$ cat config.mk
export PLATFORM = sky130hd
export DESIGN_NAME = mtb_front
export DESIGN_NICKNAME = d
export VERILOG_FILES = /design/src/rtl/core/mtb_pkg.sv /design/src/rtl/core/mtb_front.sv
export SDC_FILE = /design/constraint.sdc
export NUM_CORES = 1
export LEC_CHECK = 0
export ABC_AREA = 0
export BUFFER_PORTS_ARGS = -buffer_cell sky130_fd_sc_hd__buf_4
export CORE_AREA = 10 10 47 49
export CTS_BUF_LIST = sky130_fd_sc_hd__clkbuf_16
export DETAILED_ROUTE_END_ITERATION = 6
export DIE_AREA = 0 0 57 59
export PLACE_DENSITY = 0.59
export SLEW_MARGIN = 20
export SYNTH_ARGS = -nofsm -noshare
export SYNTH_HDL_FRONTEND = slang
export SYNTH_SLANG_ARGS = --single-unit
$ cat constraint.sdc
create_clock -name i_clk -period 1.9 [get_ports i_clk]
set_clock_uncertainty 0.15 [all_clocks]
set_input_delay 0.38 -clock i_clk [delete_from_list [all_inputs] [get_ports i_clk]]
set_output_delay 0.38 -clock i_clk [all_outputs]
set_load 0.01 [all_outputs]
$ cat src/rtl/core/mtb_pkg.sv
`timescale 1ns / 1ps
// ----------------------------------------------------------------------------
// mtb_pkg
// Shared types and sizes for the mean threshold binarizer.
// ----------------------------------------------------------------------------
package mtb_pkg;

    localparam int MAX_WIDTH   = 256;
    localparam int MAX_HEIGHT  = 256;
    localparam int STORE_DEPTH = MAX_WIDTH * MAX_HEIGHT;
    localparam int ADDR_W      = $clog2(STORE_DEPTH);
    localparam int COUNT_W     = $clog2(STORE_DEPTH + 1);
    localparam int PIX_W       = 8;
    localparam int SUM_W       = PIX_W + ADDR_W;
    localparam int DIM_W       = 9;
    localparam int DIV_CNT_W   = $clog2(SUM_W);
    localparam int CFG_IDX_W   = 1;

    // Configuration register indexes
    typedef enum logic [CFG_IDX_W-1:0] {
        CFG_FRAME_WIDTH  = 1'b0,
        CFG_FRAME_HEIGHT = 1'b1
    } t_cfg_idx;

    // Command kinds after classification
    typedef enum logic [0:0] {
        OP_LOAD = 1'b0,
        OP_READ = 1'b1
    } t_op;

    typedef struct packed {
        logic             action;
        logic [PIX_W-1:0] pixel_value;
    } t_in;

    typedef struct packed {
        logic bilevel_bit;
        logic last_bit;
        logic status;
    } t_out;

    typedef struct packed {
        t_op              op;
        logic [PIX_W-1:0] pixel;
    } t_cmd;

    typedef struct packed {
        logic full;
        logic empty;
    } t_q_status;

    typedef struct packed {
        logic               start;
        logic [SUM_W-1:0]   dividend;
        logic [COUNT_W-1:0] divisor;
    } t_div_req;

    typedef struct packed {
        logic             done;
        logic [PIX_W-1:0] quotient;
    } t_div_rsp;

endpackage

$ cat src/rtl/core/mtb_front.sv
`timescale 1ns / 1ps
// ----------------------------------------------------------------------------
// mtb_front
// Input stage: accepts beats, classifies them into load or read commands and
// hands them to the command queue.
// ----------------------------------------------------------------------------
module mtb_front (
    input  logic                i_clk,
    input  logic                i_rst_n,
    input  logic                i_valid,
    output logic                o_stall,
    input  mtb_pkg::t_in        i_data,
    input  mtb_pkg::t_q_status  i_q_status,
    output logic                o_push,
    output mtb_pkg::t_cmd       o_cmd
);

    logic          r_valid;
    mtb_pkg::t_cmd r_cmd;
    mtb_pkg::t_cmd n_cmd;
    logic          accept;

    // Classify the incoming beat
    always_comb begin
        n_cmd.op    = i_data.action ? mtb_pkg::OP_READ : mtb_pkg::OP_LOAD;
        n_cmd.pixel = i_data.pixel_value;
    end

    assign o_stall = r_valid && i_q_status.full;
    assign accept  = i_valid && !o_stall;

    // Hold one command until the queue takes it
    always_ff @(posedge i_clk) begin
        if (!i_rst_n) begin
            r_valid <= 1'b0;
        end else if (accept) begin
            r_valid <= 1'b1;
        end else if (!i_q_status.full) begin
            r_valid <= 1'b0;
        end
    end

    always_ff @(posedge i_clk) begin
        if (accept) begin
            r_cmd <= n_cmd;
        end
    end

    assign o_push = r_valid;
    assign o_cmd  = r_cmd;

endmodule

# After elaboration in Yosys (flattened, before gate mapping)
# Cells that the tools add are included.
# Widths: inputs -> output; s select.
dict set report totals {
  register_bits 10
  output_inout_bits 11
  elab_cells 10
  inputBits 14
}
dict set report classes {
  n_reduce_logical 3
  mux 3
  eq_ne 1
}
# cell n
set ops {}
lappend ops {{$mux 1} 3}
lappend ops {{$logic_and 1x1->1} 2}
lappend ops {{$ne 2x1->1 const B} 1}
lappend ops {{$logic_not 1->1} 1}

# Longest topological paths before layout
dict set report depth {
  depth_word 4
  depth_mapped 2
  ltp_nobuf 2
}

# Worst setup path before layout
# OpenSTA, ideal clock, no wires.
dict set report synth_timing {
  kind {input port to flip-flop}
  from {input port i_q_status[1] in the netlist's numbering}
  to {register r_cmd, in the netlist o_cmd[0] (enable)}
  n_path_buf 0
  arrival_time_ps 990
  setup_ps 375
  cell_stages 2
  required_time_ps 1375
  setup_slack_ps 385
  path_cell_list {and2_4 > nor2b_1}
}
dict set report synth_via {
  elab_chain_cells 3
}
# item line_no
set synth_rtl {}
lappend synth_rtl {{from (decl)} mtb_front.sv:13} ;# input mtb_pkg::t_q_status i_q_status,
lappend synth_rtl {{$logic_and 1x1->1} mtb_front.sv:29} ;# assign o_stall = r_valid && i_q_status.full;
lappend synth_rtl {{$logic_not 1->1} mtb_front.sv:30} ;# assign accept = i_valid && !o_stall;
lappend synth_rtl {{$logic_and 1x1->1} mtb_front.sv:30}
lappend synth_rtl {{named net accept} mtb_front.sv:21} ;# logic accept;
lappend synth_rtl {{to (signal assigned)} mtb_front.sv:45} ;# r_cmd <= n_cmd;
lappend synth_rtl {{to (decl)} mtb_front.sv:19} ;# mtb_pkg::t_cmd r_cmd;
# The timed path passes the listed nets, and every way through them passes these cells.
# A chain may end at the register's enable or synchronous reset.

# Final worst setup path
dict set report layout_timing {
  from {register r_valid, in the netlist o_push}
  to {output port o_stall}
}
dict set report layout_via {
  elab_chain_cells 1
}
# item line_no
set layout_rtl {}
lappend layout_rtl {{from (decl)} mtb_front.sv:18} ;# logic r_valid;
lappend layout_rtl {{from (signal assigned)} mtb_front.sv:35} ;# r_valid <= 1'b0;
lappend layout_rtl {{from (signal assigned)} mtb_front.sv:37} ;# r_valid <= 1'b1;
lappend layout_rtl {{from (signal assigned)} mtb_front.sv:39} ;# r_valid <= 1'b0;
lappend layout_rtl {{$logic_and 1x1->1} mtb_front.sv:29}
lappend layout_rtl {{to (decl)} mtb_front.sv:11} ;# output logic o_stall,
# Every way passes these cells.

==> results.py <==
metrics = {
    "clocking": {
        "cts_max_path_buffers": 2,
        "cts_root_buffer": "clkbuf_16",
        "clock_latency_ns": 0.23,
        "cts_tree": "yes",
        "holdBufCountCts": 0,
        "clock-sinks": 10,
        "cts_setup_buffers": 0,
        "cts_resized": 0,
        "clkTransAtPathRegs_ns": 0.04,
        "cts-htree-levels": 1,
        "cts_made_buffers": 3,
    },
    "setup_path": {
        "cp_max_fo": 3,
        "critical_path_class": "reg -> out",
        "worstPathRequired_ns": 1.37,
        "cp_slowest_cell": "dfxtp_1",
        "end_kind": "output pin",
        "worstPathArrival_ns": 0.82,
        "cp-start-kind": "flop",
        "crit_chain": "and2_4, buf_4",
        "slowest_delay_ns": 0.33,
    },
    "die": {
        "coreArea_mm2": 0.00140,
        "die-height_um": 59,
        "fp.dieW_um": 57,
        "initial_core_util": 0.223,
        "die_area_mm2": 0.00336,
        "num_rows": 14,
        "io_pins": 25,
    },
    "global_route": {
        "grt_pass1_vias": 283,
        "grt_first_pass_wirelength_um": 1240,
        "antenna_found_initial": 0,
        "gr-usage-all-layers": 0.0511,
        "grt.overflow.total": 0,
        "grt_start_max_net_pins": 10,
    },
    "sta": {
        "fmax_mhz": 742,
        "hold_viol": 0,
        "max_slew_margin": 0.926,
        "fin_crit_sh": 0.709,
        "final.setup.worst_slack_ns": 0.553,
        "finalCriticalPeriod_ns": 1.35,
        "slew_viol_final": 0,
        "worst_pin_slew_ns": 0.111,
        "setup_tns_ns": 0,
        "setup_viol": 0,
        "rsz0062_at_grt": "false",
    },
    "synthesis": {
        "synth_area_um2": 313,
        "synth_seq_cells": 10,
        "yosys_warnings": 0,
        "ys_types": 5,
        "syn-num-nets": 27,
        "synthCells": 13,
        "yosysSeqAreaShare": 0.928,
        "avgSynthCellArea_um2": 24.1,
    },
    "route": {
        "remaining_drc_errors": 0,
        "drt_first_pass_iters": 2,
        "vias_per_cell": 3.81,
        "vias": 217,
        "routed_wl_um": 771,
        "antenna_left": 0,
        "wl_per_cell_um": 13.5,
        "drtIter0Drc": 2,
    },
    "final_layout": {
        "fillers": 141,
        "layout-area-overhead-vs-synth_pct": 89.2,
        "drive_gt1_frac": 0.683,
        "final_common_cell": "buf_4",
        "final_cell_area_um2": 592,
        "layout_common_cells": "buf_4, edfxtp_1, clkbuf_16",
        "n_antenna_cell": 0,
        "fin_util": 0.422,
        "nNetsFinal": 56,
    },
    "power": {
        "p_total_mw": 0.675,
        "p_int_mw": 0.566,
        "pwr-share-comb": 0.082,
        "swShare": 0.162,
        "switchingPower_mw": 0.109,
        "leakage_nw": 0.263,
        "pwr-share-clk": 0.533,
        "irDropWorstVdd_mv": 0.587,
        "pwr-share-seq": 0.385,
        "powerDensity_mw_per_mm2": 1140,
    },
    "placement": {
        "dp_slack_ns": 0.535,
        "dpl_cell_area_um2": 513,
        "port_buffers": 23,
        "dp_hpwl_um": 659,
        "place_congestion": 0.611,
    },
    "run_status": {
        "outcome": "finished clean",
    },
    "worst_hold_path": {
        "hold_path.class": "in -> reg",
    },
    "job": {
        "max_cap_viol_count": 0,
    },
}
logic make-up (layout without fill, tap and decap cells):
group,count (synthesis),count (layout),synth area share
DFF,10,10,0.928
buffers and inverters,0,28,0
AOI/OAI and AO/OA,1,1,0.0240
and+or+nand+nor,2,2,0.0480
final cells by class:
class                   count  area, µm²  area share
flip-flops and latches     10        290       0.490
clock buffers               3       75.1       0.127
multi-input cells           3       22.5      0.0381
repair buffers             24        180       0.304
clock inverters             1       3.75     0.00634
well taps                  16       20.0      0.0338
worst paths after layout:
| check | start | endpoint | slack (ns) | depth (start not counted) |
|---|---|---|---|---|
| min reg2reg | o_push | o_push | 0.45 | 2 |
| max | o_push | o_stall | 0.55 | 2 |
| max reg2reg | o_push | o_cmd[3] | 0.74 | 3 |
| min | i_data[8] | o_cmd[8] | 0.17 | 1 |
power groups by stage:
stage / sequential (mW) / clock, mW / combinational, mW
after floorplan: 0.270 / 0 / 0.00749
after global placement: 0.263 / 0 / 0.0565
after detailed placement: 0.263 / 0 / 0.0570
after CTS: 0.260 / 0.368 / 0.0571
after global routing: 0.261 / 0.382 / 0.0605
final: 0.260 / 0.360 / 0.0555
sequential cells by signal, summed over array words and instances, names as in the netlist:
register  cells
o_cmd         9
o_push        1
worst max-delay path, delay by kind of cell, from the launching register on:
| family | cells | cell delay, ns |
|---|---|---|
| and+or+nand+nor | 1 | 0.15 |
| buffers and inverters | 1 | 0.11 |
| DFF | 1 | 0.33 |
metal layers:
metal  global-route usage  vias to the layer above  wire length, µm
met5                    0                        -                0
met4               0.0503                        0               21
met3               0.0536                        2              152
met2               0.0698                       19              361
met1               0.0391                       92              237
li1                     -                      104                -
through the flow:
step	hold slack, ns	std cells
3_5_place_dp	0.410	53
3_3_place_gp	0.409	53
2_1_floorplan	0.329	13
4_1_cts	0.171	57
6_report	0.174	57
5_1_grt	0.167	57
Yosys cell counts, drive strengths merged:
cell type  instances  area (µm²)
and2               1        8.76
dfxtp              1        20.0
o21a               1        7.51
edfxtp             9         270
nor2b              1        6.26
(Power assumes the default switching activity.)
