$ cat config.mk
export PLATFORM = sky130hd
export DESIGN_NAME = mtb_queue
export DESIGN_NICKNAME = d
export VERILOG_FILES = /design/src/rtl/core/mtb_pkg.sv /design/src/rtl/core/mtb_queue.sv
export SDC_FILE = /design/constraint.sdc
export NUM_CORES = 1
export LEC_CHECK = 0
export BUFFER_PORTS_ARGS = -buffer_cell sky130_fd_sc_hd__buf_2
export CAP_MARGIN = 20
export CELL_PAD_IN_SITES_DETAIL_PLACEMENT = 0
export CELL_PAD_IN_SITES_GLOBAL_PLACEMENT = 1
export CORE_MARGIN = 3
export CORE_UTILIZATION = 40
export CTS_CLUSTER_SIZE = 10
export DETAILED_ROUTE_END_ITERATION = 12
export PLACE_DENSITY_LB_ADDON = 0.05
export SYNTH_ARGS = -nofsm -noshare
export SYNTH_HDL_FRONTEND = slang
export SYNTH_SLANG_ARGS = --single-unit
$ cat constraint.sdc
create_clock -name i_clk -period 4.1 [get_ports i_clk]
set_clock_uncertainty 0.1 [all_clocks]
set_input_delay 0.615 -clock i_clk [delete_from_list [all_inputs] [get_ports i_clk]]
set_output_delay 0.615 -clock i_clk [all_outputs]
set_load 0.01 [all_outputs]
$ cat src/rtl/core/mtb_pkg.sv
`timescale 1ns / 1ps
// ----------------------------------------------------------------------------
// mtb_pkg
// Shared types and sizes for the mean threshold binarizer.
// ----------------------------------------------------------------------------
package mtb_pkg;

    localparam int MAX_WIDTH   = 256;
    localparam int MAX_HEIGHT  = 256;
    localparam int STORE_DEPTH = MAX_WIDTH * MAX_HEIGHT;
    localparam int ADDR_W      = $clog2(STORE_DEPTH);
    localparam int COUNT_W     = $clog2(STORE_DEPTH + 1);
    localparam int PIX_W       = 8;
    localparam int SUM_W       = PIX_W + ADDR_W;
    localparam int DIM_W       = 9;
    localparam int DIV_CNT_W   = $clog2(SUM_W);
    localparam int CFG_IDX_W   = 1;

    // Configuration register indexes
    typedef enum logic [CFG_IDX_W-1:0] {
        CFG_FRAME_WIDTH  = 1'b0,
        CFG_FRAME_HEIGHT = 1'b1
    } t_cfg_idx;

    // Command kinds after classification
    typedef enum logic [0:0] {
        OP_LOAD = 1'b0,
        OP_READ = 1'b1
    } t_op;

    typedef struct packed {
        logic             action;
        logic [PIX_W-1:0] pixel_value;
    } t_in;

    typedef struct packed {
        logic bilevel_bit;
        logic last_bit;
        logic status;
    } t_out;

    typedef struct packed {
        t_op              op;
        logic [PIX_W-1:0] pixel;
    } t_cmd;

    typedef struct packed {
        logic full;
        logic empty;
    } t_q_status;

    typedef struct packed {
        logic               start;
        logic [SUM_W-1:0]   dividend;
        logic [COUNT_W-1:0] divisor;
    } t_div_req;

    typedef struct packed {
        logic             done;
        logic [PIX_W-1:0] quotient;
    } t_div_rsp;

endpackage

$ cat src/rtl/core/mtb_queue.sv
`timescale 1ns / 1ps
// ----------------------------------------------------------------------------
// mtb_queue
// Two-entry command queue between the front and the back.
// ----------------------------------------------------------------------------
module mtb_queue (
    input  logic                i_clk,
    input  logic                i_rst_n,
    input  logic                i_push,
    input  mtb_pkg::t_cmd       i_cmd,
    input  logic                i_pop,
    output mtb_pkg::t_cmd       o_cmd,
    output mtb_pkg::t_q_status  o_status
);

    mtb_pkg::t_cmd r_slot [2];
    logic          r_wr_ptr;
    logic          r_rd_ptr;
    logic [1:0]    r_count;
    logic          do_push;
    logic          do_pop;

    assign o_status.full  = (r_count == 2'd2);
    assign o_status.empty = (r_count == 2'd0);
    assign do_push = i_push && !o_status.full;
    assign do_pop  = i_pop && !o_status.empty;
    assign o_cmd   = r_slot[r_rd_ptr];

    // Advance pointers and fill count
    always_ff @(posedge i_clk) begin
        if (!i_rst_n) begin
            r_wr_ptr <= 1'b0;
            r_rd_ptr <= 1'b0;
            r_count  <= 2'd0;
        end else begin
            if (do_push) begin
                r_wr_ptr <= !r_wr_ptr;
            end
            if (do_pop) begin
                r_rd_ptr <= !r_rd_ptr;
            end
            if (do_push && !do_pop) begin
                r_count <= r_count + 2'd1;
            end else if (do_pop && !do_push) begin
                r_count <= r_count - 2'd1;
            end
        end
    end

    always_ff @(posedge i_clk) begin
        if (do_push) begin
            r_slot[r_wr_ptr] <= i_cmd;
        end
    end

endmodule

== After elaboration in Yosys (flattened, before gate mapping) ==
Memory sizes are Yosys's and may differ from the RTL's. A register that Yosys moved wholly into a read port is not among the register bits.
Cells that the tools add are included.
Storage, ports and cells
  bits in registers: 4
  RAM bits: 18
  input port bits: 13
  logic and storage cells: 25
  memories kept: 1
Cells by class
  add/sub/neg operators: 2
  eq/ne operators: 1
  mux-type cells: 6
  reductions and logical operators: 12
Memories
  r_slot: depth 2, bits a word 9, rd ports 1, clocked after Yosys merged registers in 1, write ports 1, RTL line mtb_queue.sv:16  | mtb_pkg::t_cmd r_slot [2];
Operators with widths (number)
  $logic_not 1->1: 6
  $logic_and 1x1->1: 4
  $mux 1: 4
  $mux 2: 2
  $add 2x1->2 const B: 1
  $eq 2x2->1 const B: 1
  $logic_not 2->1: 1
  $reduce_bool 2->1: 1
  $sub 2x1->2 const B: 1

== Logic depth before layout (Yosys ltp) ==
Gate-level depths: netlist of run 1.
  depth after elaboration: 7
  gate-level depth with buffers: 7
  gate-level depth less buffers: 7

== Worst setup path before layout of run 1 ==
No wires, ideal clock.
  path type: input to register
  start: input i_pop
  end: register r_count[1]
  library setup time: 0.070 ns
  arrival: 1.524 ns
  required time: 3.930 ns
  path slack: 2.406 ns
  cell stages on the path: 4
  path buffers: 0
  cells stage by stage: o21ai_0 ha_1 or3_1 a21oi_1
Between the ends
  cells in the longest elaborated chain, start to end: 4
  elaborated cells between the ends (all ways): 6
  those cells by class: mux: 1; reduce/logical: 5
RTL lines
  start, declared: RTL line mtb_queue.sv:11  | input logic i_pop,
  $logic_and 1x1->1 (*): RTL line mtb_queue.sv:26  | assign do_pop = i_pop && !o_status.empty;
  $logic_not 1->1: RTL line mtb_queue.sv:42  | if (do_push && !do_pop) begin
  $logic_and 1x1->1: RTL line mtb_queue.sv:42
  $mux 2 or $reduce_bool 2->1 (tied branches)
  end signal, assigned: RTL line mtb_queue.sv:43  | r_count <= r_count + 2'd1;
  end signal, assigned: RTL line mtb_queue.sv:45  | r_count <= r_count - 2'd1;
  end, declared: RTL line mtb_queue.sv:19  | logic [1:0] r_count;
Mark *: on every way between the ends. The rest lies on a longest branch, timed or not.
A chain may end at the register's enable or synchronous reset.

==> impl_metrics.sql, run 1 <==
INSERT INTO impl_metrics (metric_group, metric, value, unit) VALUES
('clock_tree', 'ctsHtreeMaxLevel', '1', ''),
('finish', 'antenna_cells', '0', ''),
('routing', 'antenna_violating_nets_post_route', '0', ''),
('routing', 'detailedRoute.firstPassIterationCount', '4', ''),
('power_and_ir_drop', 'int_pwr', '0.424', 'mW'),
('finish', 'design.final.nets', '95', ''),
('power_and_ir_drop', 'p_sw', '0.175', 'mW'),
('routing', 'num_vias', '495', ''),
('logic_synthesis', 'cell_count_after_synthesis', '54', ''),
('clock_tree', 'clock_sinks', '23', ''),
('timing', 'grt_setup_unrepaired', 'no', ''),
('outcome', 'run_status', 'completed', ''),
('floorplan', 'chipWidth', '52.8', 'um'),
('power_and_ir_drop', 'power_density', '574', 'nW/um^2'),
('timing', 'hold_slack', '403', 'ps'),
('routing', 'drtIter0Drc', '3', ''),
('floorplan', 'die_height', '52.8', 'um'),
('finish', 'fin_cells', '107', ''),
('worst_setup_path', 'worst_r2r_path_depth', '6', ''),
('worst_setup_path', 'timing.reg2reg.setup_slack', '2390', 'ps'),
('clock_tree', 'holdBufCountCts', '0', ''),
('worst_setup_path', 'crit_path_start_kind', 'register', ''),
('finish', 'final_layout_size_suffix_gt1_share', '45.0', '%'),
('worst_setup_path', 'r2r_end', 'r_count[1]', ''),
('clock_tree', 'cts.path.max_buffers', '2', ''),
('routing', 'via_per_inst', '4.63', ''),
('worst_setup_path', 'crit_fanout', '9', ''),
('global_routing', 'grt_util_all_layers', '9.83', '%'),
('logic_synthesis', 'synth.yosys.warnings', '0', ''),
('global_routing', 'global_route.overflow_total', '0', ''),
('min_path', 'worst_hold_path.num_cells', '1', ''),
('power_and_ir_drop', 'switching_share', '29.3', '%'),
('clock_tree', 'tritoncts', 'built', ''),
('finish', 'flow.area_growth_from_synthesis', '19.5', '%'),
('logic_synthesis', 'postSynthNetCount', '68', ''),
('logic_synthesis', 'synthesis.area', '875', 'sq um'),
('floorplan', 'ios', '24', ''),
('clock_tree', 'clk_pin_slew_worst_paths', '110', 'ps'),
('power_and_ir_drop', 'comb_power_share', '29.5', '%'),
('worst_setup_path', 'cp-end-kind', 'primary output', ''),
('power_and_ir_drop', 'seq_power_share', '54.4', '%'),
('power_and_ir_drop', 'peak_vdd_ir', '255', 'uV'),
('finish', 'postLayoutCoreUtil', '51.7', '%'),
('routing', 'route.detailed.wl_per_inst', '11.5', 'um'),
('worst_setup_path', 'path_class', 'register to primary output', ''),
('routing', 'drt_wl_total', '1.23', 'mm'),
('worst_setup_path', 'critPathArrivalTime', '1380', 'ps'),
('logic_synthesis', 'ys_types', '16', ''),
('global_routing', 'grt_start_max_net_pins', '13', ''),
('placed_design', 'gpl.final_weighted_congestion', '0.645', ''),
('global_routing', 'grt_antenna_before_repair', '0', ''),
('power_and_ir_drop', 'leakage', '0.418', 'nW'),
('clock_tree', 'post_cts.repair.setup_buffers', '0', ''),
('min_path', 'worst_hold_path_type', 'input pin to register', ''),
('timing', 'drv_slew', '0', ''),
('logic_synthesis', 'syn_area_per_cell', '16.2', 'sq um'),
('timing', 'finalCritPeriodShare', '51.2', '%'),
('placed_design', 'cells_after_dpl', '103', ''),
('floorplan', 'fp.coreArea', '2020', 'sq um'),
('clock_tree', 'cts-root-buf', 'sky130_fd_sc_hd__clkbuf_4', ''),
('floorplan', 'placementRows', '16', ''),
('timing', 'tightest_slew', '739', 'ps'),
('timing', 'timing.final.hold_violations', '0', ''),
('global_routing', 'via_count_of_the_first_global_routing_pass', '477', ''),
('logic_synthesis', 'synth_seq_cells', '23', ''),
('placed_design', 'dp.final_hpwl', '923', 'um'),
('run', 'max_cap_violations', '0', ''),
('floorplan', 'full_die_area', '2780', 'sq um'),
('timing', 'fin_crit', '2100', 'ps'),
('timing', 'setup_total_negative_slack', '0', 'ps'),
('clock_tree', 'cts-buffers-inserted', '3', '');
## logic make-up after synthesis
logic type               after synthesis  share of synthesized area, %
flip-flops                            23                          73.2
AND/OR/NAND/NOR                        9                          5.44
AO/OA/AOI/OAI                          5                          3.43
buffers and inverters                  4                          1.86
multiplexers                           9                          11.6
XOR/XNOR                               3                          3.00
adder cells (fa/ha/maj)                1                          1.43
## synthesized netlist by cell type (all sizes together)
| library cell | number | area [sq um] |
|---|---|---|
| and3 | 1 | 6.26 |
| a21oi | 1 | 5.00 |
| nor3 | 1 | 10.0 |
| o21ai | 2 | 10.0 |
| or3 | 1 | 6.26 |
| o21a | 1 | 7.51 |
| ha | 1 | 12.5 |
| buf | 1 | 5.00 |
| dfxtp | 5 | 100 |
| xor2 | 3 | 26.3 |
| nor2 | 5 | 18.8 |
| inv | 3 | 11.3 |
| mux2 | 9 | 101 |
| a21boi | 1 | 7.51 |
| edfxtp | 18 | 541 |
| nand2b | 1 | 6.26 |
## layout make-up
type | instances | area (sq um)
Inverter | 3 | 11.3
Timing Repair Buffer | 23 | 115
Clock buffer | 4 | 26.3
Fill cell | 184 | 977
Multi-Input combinational cell | 27 | 218
Tap cell | 27 | 33.8
Sequential cell | 23 | 641
## worst max-delay path, stage by stage (launching register included)
cell	delay, ps
sky130_fd_sc_hd__dfxtp_1	570
sky130_fd_sc_hd__mux2_2	380
sky130_fd_sc_hd__buf_2	140
## power by group through the flow
| stage | Clock [mW] | Combinational [mW] | Sequential (mW) |
|---|---|---|---|
| final | 0.0963 | 0.177 | 0.326 |
| after global routing | 0.114 | 0.199 | 0.332 |
| after detailed placement | 0 | 0.180 | 0.332 |
| after global placement | 0 | 0.181 | 0.332 |
| after floorplan | 0 | 0.135 | 0.316 |
| after CTS | 0.102 | 0.181 | 0.327 |
## how the worst max path moves through the flow
stage / start / endpoint / cells past startpoint
finish: register / o_cmd[0] / 2
global route: register / o_cmd[5] / 2
CTS: register / o_cmd[0] / 2
detailed placement: i_push / r_slot[0][4] / 3
global placement: i_push / r_slot[0][6] / 3
floorplan: i_pop / r_count[1] / 4
## flip-flops by register name, summed over array words and instances, names as in the netlist, named ones only
register	count
r_rd_ptr	1
r_slot	18
r_count	2
r_wr_ptr	1
## per-stage QoR
stage               cell area (sq um)  power (mW)
floorplan                         875       0.451
global placement                 1020       0.514
detailed placement               1020       0.512
CTS                              1040       0.610
global route                     1040       0.645
finish                           1040       0.600
## layer usage
metal | wire length (um) | track usage (%) | up-vias
met5 | 0 | 0 | -
met4 | 0 | 5.11 | 0
met3 | 67 | 2.56 | 0
met2 | 668 | 18.4 | 13
met1 | 491 | 9.69 | 234
li1 | - | - | 248
Note: power is estimated with default switching activity, not from simulation.
==> inputs of run 2 (changes only) <==
clock period = 2 ns   (was 4.1 ns; I/O delays follow)
==> run 2 against run 1 <==
  * Sequential power up 100%
  * Register-to-register slack worse by 2100 ps
  * Worst hold slack worse by 320 ps
  * Count of clock-buffer cells in the layout shrank 1
  * Non-clock buffer count increased by 1
  * Largest power group unchanged
==> impl_metrics.sql, run 2 (synthesized netlist as in run 1, its figures left out) <==
INSERT INTO impl_metrics (metric_group, metric, value, unit) VALUES
('finish', 'final_layout_size_suffix_gt1_share', '46.9', '%'),
('finish', 'antenna_cells', '0', ''),
('finish', 'area_occupied_by_multi_input_gates', '218', 'sq um'),
('floorplan', 'chipWidth', '52.8', 'um'),
('global_routing', 'via_count_of_the_first_global_routing_pass', '487', ''),
('finish', 'layout.filler_cells', '186', ''),
('floorplan', 'placementRows', '16', ''),
('clock_tree', 'ctsHtreeMaxLevel', '1', ''),
('finish', 'flow.area_growth_from_synthesis', '20.5', '%'),
('timing', 'fin_crit', '1810', 'ps'),
('placed_design', 'dp_slack', '327', 'ps'),
('timing', 'grt_setup_unrepaired', 'no', ''),
('clock_tree', 'clock_sinks', '23', ''),
('placed_design', 'gpl.final_weighted_congestion', '0.688', ''),
('global_routing', 'grt_util_all_layers', '10.3', '%'),
('routing', 'drt_wl_total', '1.20', 'mm'),
('timing', 'achievable-frequency', '552', 'MHz'),
('timing', 'drv_slew', '0', ''),
('global_routing', 'global_route.overflow_total', '0', ''),
('clock_tree', 'cts-root-buf', 'sky130_fd_sc_hd__clkbuf_4', ''),
('routing', 'via_per_inst', '4.49', ''),
('outcome', 'run_status', 'completed', ''),
('timing', 'worst_slack', '188', 'ps'),
('power_and_ir_drop', 'power_density', '1180', 'nW/um^2'),
('floorplan', 'ios', '24', ''),
('routing', 'num_vias', '485', ''),
('worst_setup_path', 'cp_data_required_time', '1600', 'ps'),
('clock_tree', 'cts-buffers-inserted', '3', ''),
('finish', 'final-seq-area', '641', 'sq um'),
('min_path', 'worst_hold_path_type', 'input pin to register', ''),
('timing', 'slew_headroom', '72.2', '%'),
('power_and_ir_drop', 'leakage', '0.426', 'nW'),
('routing', 'route.detailed.wl_per_inst', '11.1', 'um'),
('timing', 'setup_total_negative_slack', '0', 'ps'),
('finish', 'largest_reg_flops', '18', ''),
('clock_tree', 'post_cts.repair.setup_buffers', '0', ''),
('timing', 'timing.final.setup_violations', '0', ''),
('finish', 'postLayoutCoreUtil', '52.1', '%'),
('routing', 'drcViolationCount', '0', ''),
('clock_tree', 'clk_pin_slew_worst_paths', '120', 'ps'),
('finish', 'fin_cells', '108', ''),
('finish', 'top_regs', 'r_slot (18), r_count (2)', ''),
('global_routing', 'grt_antenna_before_repair', '0', ''),
('clock_tree', 'tritoncts', 'built', ''),
('placed_design', 'dp.final_hpwl', '902', 'um'),
('finish', 'max_flop_register', 'r_slot', ''),
('run', 'max_cap_violations', '0', ''),
('power_and_ir_drop', 'peak_vdd_ir', '612', 'uV'),
('clock_tree', 'post_cts_gate_resize_count', '0', ''),
('floorplan', 'full_die_area', '2780', 'sq um'),
('timing', 'timing.final.hold_violations', '0', ''),
('floorplan', 'initial_core_util', '43.3', '%'),
('floorplan', 'die_height', '52.8', 'um'),
('clock_tree', 'clock_insertion_delay_worst_skew', '300', 'ps'),
('floorplan', 'fp.coreArea', '2020', 'sq um'),
('timing', 'hold_slack', '78.9', 'ps'),
('worst_setup_path', 'path_class', 'register to primary output', ''),
('worst_setup_path', 'critPathArrivalTime', '1410', 'ps'),
('routing', 'detailedRoute.firstPassIterationCount', '3', ''),
('worst_setup_path', 'crit_fanout', '9', ''),
('worst_setup_path', 'crit_path_start_kind', 'register', ''),
('routing', 'antenna_violating_nets_post_route', '0', ''),
('finish', 'design.final.nets', '96', ''),
('timing', 'tightest_slew', '416', 'ps'),
('routing', 'drtIter0Drc', '12', ''),
('finish', 'layout_common_cells', 'sky130_fd_sc_hd__buf_2, sky130_fd_sc_hd__edfxtp_1, sky130_fd_sc_hd__mux2_2', ''),
('timing', 'finalCritPeriodShare', '90.6', '%'),
('placed_design', 'cells_after_dpl', '104', ''),
('global_routing', 'grt_first_pass_wirelength', '2.01', 'mm'),
('finish', 'most_common_cell_after_layout_fill_and_taps_aside', 'sky130_fd_sc_hd__buf_2', ''),
('clock_tree', 'holdBufCountCts', '0', ''),
('placed_design', 'io_buffer_count', '23', ''),
('global_routing', 'grt_start_max_net_pins', '14', ''),
('worst_setup_path', 'cp-end-kind', 'primary output', ''),
('clock_tree', 'cts.path.max_buffers', '2', '');
run 2: cell types whose count changed in the layout (fill, tap and decap cells not counted):
cell,delta
sky130_fd_sc_hd__clkbuf_1,-1
sky130_fd_sc_hd__buf_4,+1
sky130_fd_sc_hd__clkinv_2,+1
run 2: final cells by class:
class                   instances  share of cell area, %
repair buffers                 24                   11.6
multi-input cells              27                   20.7
clock inverters                 1                  0.475
inverters                       3                   1.07
flip-flops and latches         23                   60.8
clock buffers                   3                   2.14
well taps                      27                   3.21
run 2: power by group:
part           switching [mW]  internal [mW]  total, mW
sequential             0.0583          0.609      0.667
clock                   0.124         0.0745      0.199
combinational           0.185          0.190      0.375
total                   0.368          0.873       1.24
run 2: metrics by stage:
| step | area (sq um) | total power, mW |
|---|---|---|
| after floorplan | 875 | 0.925 |
| final | 1050 | 1.24 |
| after global placement | 1030 | 1.06 |
| after CTS | 1050 | 1.26 |
| after detailed placement | 1030 | 1.06 |
| after global routing | 1050 | 1.34 |
run 2: worst max-delay path: stages, from the launching register on:
cell                      delay [ps]
sky130_fd_sc_hd__dfxtp_1         590
sky130_fd_sc_hd__mux2_2          390
sky130_fd_sc_hd__buf_2           140
run 2: path summary, 6_finish.rpt:
kind                  end  startpoint  slack [ps]  cells after the start
min reg2reg    r_count[1]  r_count[1]         420                      2
max reg2reg    r_count[1]  r_count[0]         290                      6
max              o_cmd[2]    register         190                      2
min          r_slot[0][2]    i_cmd[2]          80                      1
run 2: layer usage:
metal  global-route usage (%)  vias up  share of wire (%)
met3                     3.42        0                5.4
met2                     17.8       13                 52
met5                        0        -                  0
met4                     5.11        0                  0
met1                     11.3      220                 43
li1                         -      252                  -
==> inputs of run 3 (changes only) <==
CORE_MARGIN = 5   (was 3)
CTS_CLUSTER_SIZE = 25   (was 10)
SLEW_MARGIN = 30   (was not set)
==> run 3 against run 2 <==
  * Sequential share of layout area down 0.43 points
  * Worst hold slack better by 4.5 ps
  * Via count grew 3.5%
  * Total power grew 1.1%
  * Highest routed layer unchanged
==> impl_metrics.sql, run 3 (synthesized netlist as in run 1, its figures left out) <==
INSERT INTO impl_metrics (metric_group, metric, value, unit) VALUES
('outcome', 'run_status', 'completed', ''),
('worst_setup_path', 'levels_on_crit_path', '2', ''),
('worst_setup_path', 'max_stage_delay', '600', 'ps'),
('worst_setup_path', 'crit_slowest_cell', 'sky130_fd_sc_hd__dfxtp_1', ''),
('worst_setup_path', 'crit_path_start_kind', 'register', ''),
('power_and_ir_drop', 'seq_power_share', '53.4', '%'),
('worst_setup_path', 'cp-end-kind', 'primary output', ''),
('clock_tree', 'clock_insertion_delay_worst_skew', '300', 'ps'),
('routing', 'detailedRoute.firstPassIterationCount', '4', ''),
('power_and_ir_drop', 'leakage', '0.428', 'nW'),
('timing', 'fin_crit', '1830', 'ps'),
('routing', 'drcViolationCount', '0', ''),
('timing', 'setup_total_negative_slack', '0', 'ps'),
('timing', 'timing.final.setup_violations', '0', ''),
('clock_tree', 'clock_sinks', '23', ''),
('finish', 'antenna_cells', '0', ''),
('power_and_ir_drop', 'power_density', '1180', 'nW/um^2'),
('routing', 'antenna_violating_nets_post_route', '0', ''),
('clock_tree', 'cts.path.max_buffers', '2', ''),
('placed_design', 'io_buffer_count', '23', ''),
('worst_setup_path', 'critPathArrivalTime', '1430', 'ps'),
('placed_design', 'dp.final_hpwl', '1.04', 'mm'),
('worst_setup_path', 'path_delay_family', 'flip-flops', ''),
('run', 'max_cap_violations', '0', ''),
('finish', 'largest_reg_flops', '18', ''),
('worst_setup_path', 'worst_setup_path_endpoint', 'o_cmd[1]', ''),
('worst_setup_path', 'crit_fanout', '9', ''),
('finish', 'layout_common_cells', 'sky130_fd_sc_hd__buf_2, sky130_fd_sc_hd__edfxtp_1, sky130_fd_sc_hd__mux2_2', ''),
('timing', 'hold_slack', '83.4', 'ps'),
('finish', 'top_regs', 'r_slot (18), r_count (2)', ''),
('finish', 'final_layout_size_suffix_gt1_share', '46.3', '%'),
('timing', 'timing.final.hold_violations', '0', ''),
('finish', 'area_occupied_by_multi_input_gates', '218', 'sq um'),
('clock_tree', 'post_cts_gate_resize_count', '0', ''),
('power_and_ir_drop', 'int_pwr', '0.883', 'mW'),
('clock_tree', 'clk_pin_slew_worst_paths', '120', 'ps'),
('worst_setup_path', 'critical_path_buf_inv_count', '1', ''),
('power_and_ir_drop', 'clkPwrFrac', '16.2', '%'),
('floorplan', 'initial_core_util', '40.7', '%'),
('clock_tree', 'holdBufCountCts', '0', ''),
('finish', 'final-seq-area', '641', 'sq um'),
('worst_setup_path', 'timing.reg2reg.setup_slack', '300', 'ps'),
('global_routing', 'grt_start_max_net_pins', '13', ''),
('global_routing', 'grt_util_all_layers', '9.18', '%'),
('finish', 'max_flop_register', 'r_slot', ''),
('timing', 'tightest_slew', '442', 'ps'),
('worst_setup_path', 'cp_data_required_time', '1600', 'ps'),
('power_and_ir_drop', 'comb_power_share', '30.4', '%'),
('finish', 'layout.filler_cells', '203', ''),
('floorplan', 'die_height', '56.8', 'um'),
('global_routing', 'global_route.overflow_total', '0', ''),
('global_routing', 'via_count_of_the_first_global_routing_pass', '534', ''),
('floorplan', 'fp.coreArea', '2150', 'sq um'),
('timing', 'slew_headroom', '70.5', '%'),
('routing', 'drt_wl_total', '1.34', 'mm'),
('timing', 'grt_setup_unrepaired', 'no', ''),
('clock_tree', 'post_cts.repair.setup_buffers', '0', ''),
('min_path', 'worst_hold_path_type', 'input pin to register', ''),
('global_routing', 'grt_antenna_before_repair', '0', ''),
('power_and_ir_drop', 'peak_vdd_ir', '627', 'uV'),
('power_and_ir_drop', 'p_sw', '0.372', 'mW'),
('routing', 'route.detailed.wl_per_inst', '12.1', 'um'),
('finish', 'design.final.nets', '97', ''),
('floorplan', 'ios', '24', ''),
('finish', 'postLayoutCoreUtil', '49.4', '%'),
('routing', 'num_vias', '502', ''),
('worst_setup_path', 'r2r_end', 'r_count[1]', ''),
('routing', 'via_per_inst', '4.56', ''),
('finish', 'flow.area_growth_from_synthesis', '21.3', '%'),
('routing', 'drtIter0Drc', '5', ''),
('floorplan', 'chipWidth', '56.8', 'um'),
('worst_setup_path', 'path_cells', 'mux2_2 > buf_2', ''),
('clock_tree', 'tritoncts', 'built', ''),
('timing', 'achievable-frequency', '547', 'MHz'),
('placed_design', 'gpl.final_weighted_congestion', '0.656', ''),
('floorplan', 'placementRows', '17', ''),
('clock_tree', 'cts-buffers-inserted', '3', ''),
('global_routing', 'grt_first_pass_wirelength', '2.24', 'mm'),
('worst_setup_path', 'r2r-start', 'r_count[0]', ''),
('worst_setup_path', 'path_class', 'register to primary output', ''),
('clock_tree', 'cts-root-buf', 'sky130_fd_sc_hd__clkbuf_4', ''),
('clock_tree', 'ctsHtreeMaxLevel', '1', ''),
('floorplan', 'full_die_area', '3220', 'sq um'),
('worst_setup_path', 'worst_r2r_path_depth', '6', ''),
('timing', 'drv_slew', '0', ''),
('power_and_ir_drop', 'switching_share', '29.6', '%'),
('timing', 'finalCritPeriodShare', '91.5', '%'),
('finish', 'most_common_cell_after_layout_fill_and_taps_aside', 'sky130_fd_sc_hd__buf_2', '');
## run 3: changes by cell type in the layout (fill, tap and decap cells not counted)
| cell | delta |
|---|---|
| sky130_fd_sc_hd__buf_4 | +1 |
| sky130_fd_sc_hd__clkbuf_1 | +1 |
| sky130_fd_sc_hd__clkinv_2 | -1 |
## run 3: area by class of cell
class / count / share of cell area [%]
sequential: 23 / 60.4
tap: 28 / 3.30
timing repair buffer: 25 / 12.3
inverter: 3 / 1.06
multi-input combinational: 27 / 20.5
clock buffer: 4 / 2.48
## run 3: worst min-delay path by stage
stage          depth (start not counted)           end  slack, ps  startpoint
5_1_grt                                1  r_slot[1][7]         50    i_cmd[7]
3_5_place_dp                           2      register        390    r_rd_ptr
3_3_place_gp                           1  r_slot[0][5]        390    i_cmd[5]
2_1_floorplan                          0  r_slot[0][0]        300    i_cmd[0]
6_report                               1  r_slot[1][7]         80    i_cmd[7]
4_1_cts                                1  r_slot[1][7]         60    i_cmd[7]
## run 3: metal layers
| metal | vias up | part of all wire, % | GRT usage [%] |
|---|---|---|---|
| li1 | 251 | - | - |
| met5 | - | 0 | 0 |
| met3 | 0 | 5.8 | 2.30 |
| met2 | 11 | 54 | 17.2 |
| met1 | 240 | 40 | 9.52 |
| met4 | 0 | 0 | 3.97 |
## run 3: through the flow
stage                     worst slack, ps  power [mW]  std cells  instance area, sq um
after floorplan                       353       0.925         54                   875
after global placement                364        1.07        106                  1030
after detailed placement              315        1.07        106                  1030
after CTS                             103        1.28        110                  1060
after global routing                 59.3        1.35        110                  1060
final                                 170        1.25        110                  1060
## run 3: power by group through the flow
stage / Clock (mW) / Sequential [mW] / Combinational [mW]
global placement: 0 / 0.681 / 0.389
detailed placement: 0 / 0.683 / 0.392
CTS: 0.217 / 0.674 / 0.392
finish: 0.203 / 0.670 / 0.382
floorplan: 0 / 0.648 / 0.277
global route: 0.235 / 0.682 / 0.428
